## src/hdl/tpg_sqrt.sv

```systemverilog
// tpg_sqrt: pipelined integer square root, one result bit per stage
// standalone, carries an opaque payload alongside
`timescale 1ns / 1ps

module tpg_sqrt #(
  parameter int PAY_W = 8
) (
  input  logic             clk,
  input  logic             rst_n,
  input  logic             in_vld,
  input  logic [63:0]      in_num,
  input  logic [PAY_W-1:0] in_pay,
  output logic             out_vld,
  output logic [31:0]      out_root,
  output logic [PAY_W-1:0] out_pay
);

  localparam int STAGES = 32;

  logic [STAGES:0] vld_r;
  logic [33:0]      rem_r  [0:STAGES];
  logic [31:0]      root_r [0:STAGES];
  logic [63:0]      sh_r   [0:STAGES];
  logic [PAY_W-1:0] pay_r  [0:STAGES];
  logic [33:0]      rem_nxt  [0:STAGES-1];
  logic [31:0]      root_nxt [0:STAGES-1];
  logic [35:0]      rem_ext  [0:STAGES-1];
  logic [35:0]      trial    [0:STAGES-1];
  logic             ge       [0:STAGES-1];

  for (genvar i = 0; i < STAGES; i++) begin : g_stage
    assign rem_ext[i]  = {rem_r[i], sh_r[i][63:62]};
    assign trial[i]    = {2'b00, root_r[i], 2'b01};
    assign ge[i]       = (rem_ext[i] >= trial[i]);
    assign rem_nxt[i]  = ge[i] ? 34'(rem_ext[i] - trial[i]) : rem_ext[i][33:0];
    assign root_nxt[i] = {root_r[i][30:0], ge[i]};
  end

  always_ff @(posedge clk) begin
    if (!rst_n) begin
      vld_r <= '0;
    end else begin
      vld_r <= {vld_r[STAGES-1:0], in_vld};
    end
  end

  always_ff @(posedge clk) begin
    rem_r[0]  <= '0;
    root_r[0] <= '0;
    sh_r[0]   <= in_num;
    pay_r[0]  <= in_pay;
    for (int i = 0; i < STAGES; i++) begin
      rem_r[i+1]  <= rem_nxt[i];
      root_r[i+1] <= root_nxt[i];
      sh_r[i+1]   <= {sh_r[i][61:0], 2'b00};
      pay_r[i+1]  <= pay_r[i];
    end
  end

  assign out_vld  = vld_r[STAGES];
  assign out_root = root_r[STAGES];
  assign out_pay  = pay_r[STAGES];

endmodule

```

## config.mk

```make
export PLATFORM = sky130hd
export DESIGN_NAME = tpg_sqrt
export DESIGN_NICKNAME = d
export VERILOG_FILES = /design/src/hdl/tpg_sqrt.sv
export SDC_FILE = /design/constraint.sdc
export NUM_CORES = 2
export LEC_CHECK = 0
export BUFFER_PORTS_ARGS = -buffer_cell sky130_fd_sc_hd__buf_2
export CAP_MARGIN = 20
export CORE_MARGIN = 5
export CORE_UTILIZATION = 57
export CTS_BUF_LIST = sky130_fd_sc_hd__clkbuf_8
export CTS_CLUSTER_DIAMETER = 200
export DETAILED_ROUTE_END_ITERATION = 16
export PLACE_DENSITY = 0.73
export SLEW_MARGIN = 40
export SYNTH_ARGS = -nofsm -noshare
export SYNTH_HDL_FRONTEND = slang
export SYNTH_MEMORY_MAX_BITS = 65536
export SYNTH_SLANG_ARGS = --single-unit
```

## constraint.sdc

```tcl
create_clock -name clk -period 4.09 [get_ports clk]
set_input_delay 0.818 -clock clk [delete_from_list [all_inputs] [get_ports clk]]
set_output_delay 0.818 -clock clk [all_outputs]
set_load 0.005 [all_outputs]
```

==> impl_metrics.ini <==
[power]
power_frac_seq_pct = 51.8
clkPwrFrac_pct = 33.6
internal-power_mw = 49.5
switchingPower_mw = 18.9
vdd_drop_max_uv = 531
cellLeakagePower_nw = 53.4
power.density_nw_per_um2 = 607
combPwrFrac_pct = 14.6
p_total_mw = 68.4
switching_share_pct = 27.6

[clock_tree]
cts_hold_buf = 73
cts_tree = built
clockRootBuffer = clkbuf_8
clockBufferDepth = 4
path_clk_slew_ns = 0.06
clk_latency_ns = 1.06
cts_buffers = 439
ctsResizeCount = 0
clock-sinks = 2884
h-tree-depth = 5
cts_setup_buffers = 0

[worst_hold_path]
hold_class = input port to flop
whs_endpoint = vld_r[30]
worstHoldStart = rst_n
whs_path_depth = 2

[floorplanning]
core_area_um2 = 174000
fp-row-count = 153
start_util_pct = 57.3
io_pins = 116
dieArea_um2 = 183000
die_h_um = 428
die_w_um = 428

[layout]
layout.cells.non_filler = 12700
areaGrowthSynthToFinish_pct = 12.9
drive_gt1_share_pct = 9.18
nNetsFinal = 10700
fill_cells = 13800

[synthesis]
synth_fp_nets = 10100
ys_types = 87
synth-main-ff-cell = dfxtp_1
synthCells = 9495
synth_seq_area_share_pct = 57.9
synth.top_cell.area_share_pct = 57.9
synth_top_area_cell = dfxtp_1
synth_area_per_cell_um2 = 10.5
synth.most_common_cell = dfxtp_1
ys_ff_latch = 2884
synthTopCellsByCount = 2,884 x dfxtp_1, 709 x inv_1, 639 x nand2_1, 578 x a21oi_1, 562 x ha_1
synth_warnings = 0
synth_area_um2 = 99700
synth-edff-count = 0
synth_area_leaders = dfxtp_1 58%, ha_1 7.1%, xor2_1 3.9%
async_reset_ff_share_pct = 0

[global_routing]
grt_start_max_net_pins = 56
grt_pass1_wl_um = 328000
grt_pass1_vias = 66900
overflow = 0
grt_usage_pct = 21.3
antenna_found_initial = 5

[flow_run]
drv_cap = 0

[timing]
setup_viol = 0
timing_hold_violations_final = 0
setup_tns_ns = 0
rsz0062_at_grt = no
min_period_over_period_pct = 91.0
final_max_slew_viol_count = 0
fin_crit_ns = 3.72
fmax_mhz = 269
slew_headroom_pct = 42.5
fin_skew_ns = 0.0819
worst_pin_slew_ns = 0.840
layout_setup_ws_ns = 0.368

[detailed_routing]
drc = 0
dr.first_iter.drc_count = 3746
final_antenna_net_count = 0
wl_met1_um = 85600
wl_met3_um = 8970
drt-pass1-iter-count = 6
maxUsedRoutingLayer = met4
num_vias = 66700
viasPerCell = 5.27
wl_met2_um = 99600
wl_per_cell_um = 15.8
routed_wl_um = 201000

[critical_path]
required_ns = 5.06
crit_fanout = 15
r2r_slack_ns = 0.37
r2r_cells = 11
cp-start-kind = flop
critPathMaxStageDelay_ns = 0.52
criticalPathCategory = flop to flop
cp_cell_sequence = inv_1 -> ha_1 -> a21o_1 -> a211oi_1 -> nor2_1 -> o41ai_1 -> nor4b_1 -> o31ai_1 -> a21oi_4 -> buf_4 -> mux2i_1
r2r_end = rem_r[0][1055]
end_kind = flop
cp_slowest_cell = o41ai_1
cp.arrival_ns = 4.69
r2r_start = root_r[0][975]

[place]
io_buffer_count = 115
dpl_worst_slack_ns = 0.448
dp_hpwl_um = 147000
place_inst = 11800
gp_congestion = 0.913

[outcome]
outcome = completed
cell type report:
type                       instances  area, um2  share of cell area (%)
clock inverter                   226       1420                    1.26
timing repair buffer             240       1730                    1.54
multi-input combinational       5741      38800                    34.4
clock buffer                     533       7340                    6.51
tap                             2325       2910                    2.58
antenna                            5       12.5                  0.0111
inverter                         713       2680                    2.38
sequential                      2884      57700                    51.3
placed cells by master (no fill, tap or decap), types with 385 or more instances in the layout:
cell type,netlist,routed
a21oi_1,578,573
dfxtp_1,2884,2884
ha_1,562,562
clkbuf_8,0,533
xnor2_1,385,385
o21ai_0,484,484
inv_1,709,855
nor2_1,553,553
xor2_1,443,443
nand2_1,639,639
critical path: cells and delay by family, from the launching register on:
kind	cells	cell delay, ns
compound gates	5	1.86
simple gates	2	0.58
fa+ha+maj	1	0.37
flops	1	0.33
buf+inv	2	0.32
mux	1	0.21
metrics by stage:
stage                     cell area (um2)  utilization (%)  hold slack [ns]
after floorplan                     99700                -            0.310
after global placement             103000             59.2            0.310
after detailed placement           103000             59.2            0.312
after CTS                          113000             64.7            0.112
after global routing               113000             64.7            0.156
final                              113000             64.7            0.238
registers in the layout, indices dropped and copies added (netlist names):
name	cells
sh_r	1056
vld_r	33
rem_r	1003
root_r	528
pay_r	264
layer usage:
metal | track usage [%] | vias up
met2 | 37.9 | 1639
met4 | 8.57 | 0
li1 | - | 33500
met1 | 25.8 | 31100
met3 | 3.47 | 501
met5 | 0 | -
worst max-delay path by stage:
stage | depth (start not counted) | slack [ns] | endpoint | startpoint
CTS | 11 | 0.43 | rem_r[0][1055] | root_r[0][975]
global placement | 10 | 0.65 | rem_r[0][994] | root_r[0][903]
global route | 12 | 0.005 | rem_r[0][1065] | root_r[0][975]
finish | 11 | 0.37 | rem_r[0][1055] | root_r[0][975]
detailed placement | 11 | 0.45 | rem_r[0][1055] | root_r[0][975]
floorplan | 10 | 0.85 | rem_r[0][674] | root_r[0][590]
cell families (layout without fill, tap and decap cells):
family | after synthesis | in the layout | share of synthesized area (%)
xor gates and xnor gates | 828 | 828 | 7.27
muxes | 71 | 71 | 0.778
buffers and inverters | 870 | 1712 | 3.30
DFF | 2884 | 2884 | 57.9
AOI/OAI and AO/OA | 1873 | 1873 | 11.7
other | 1 | 6 | 0.00376
adders and majority gates | 562 | 562 | 7.05
and+or+nand+nor | 2406 | 2406 | 12.0
power groups by stage:
stage / combinational (mW) / sequential (mW) / clock (mW)
after floorplan: 7.74 / 34.7 / 0
after global placement: 9.64 / 35.9 / 0
after detailed placement: 9.85 / 36.0 / 0
after CTS: 9.97 / 35.4 / 23.8
after global routing: 11.2 / 35.9 / 25.1
final: 9.99 / 35.4 / 23.0
No activity file was read; power rests on OpenSTA's default activity.
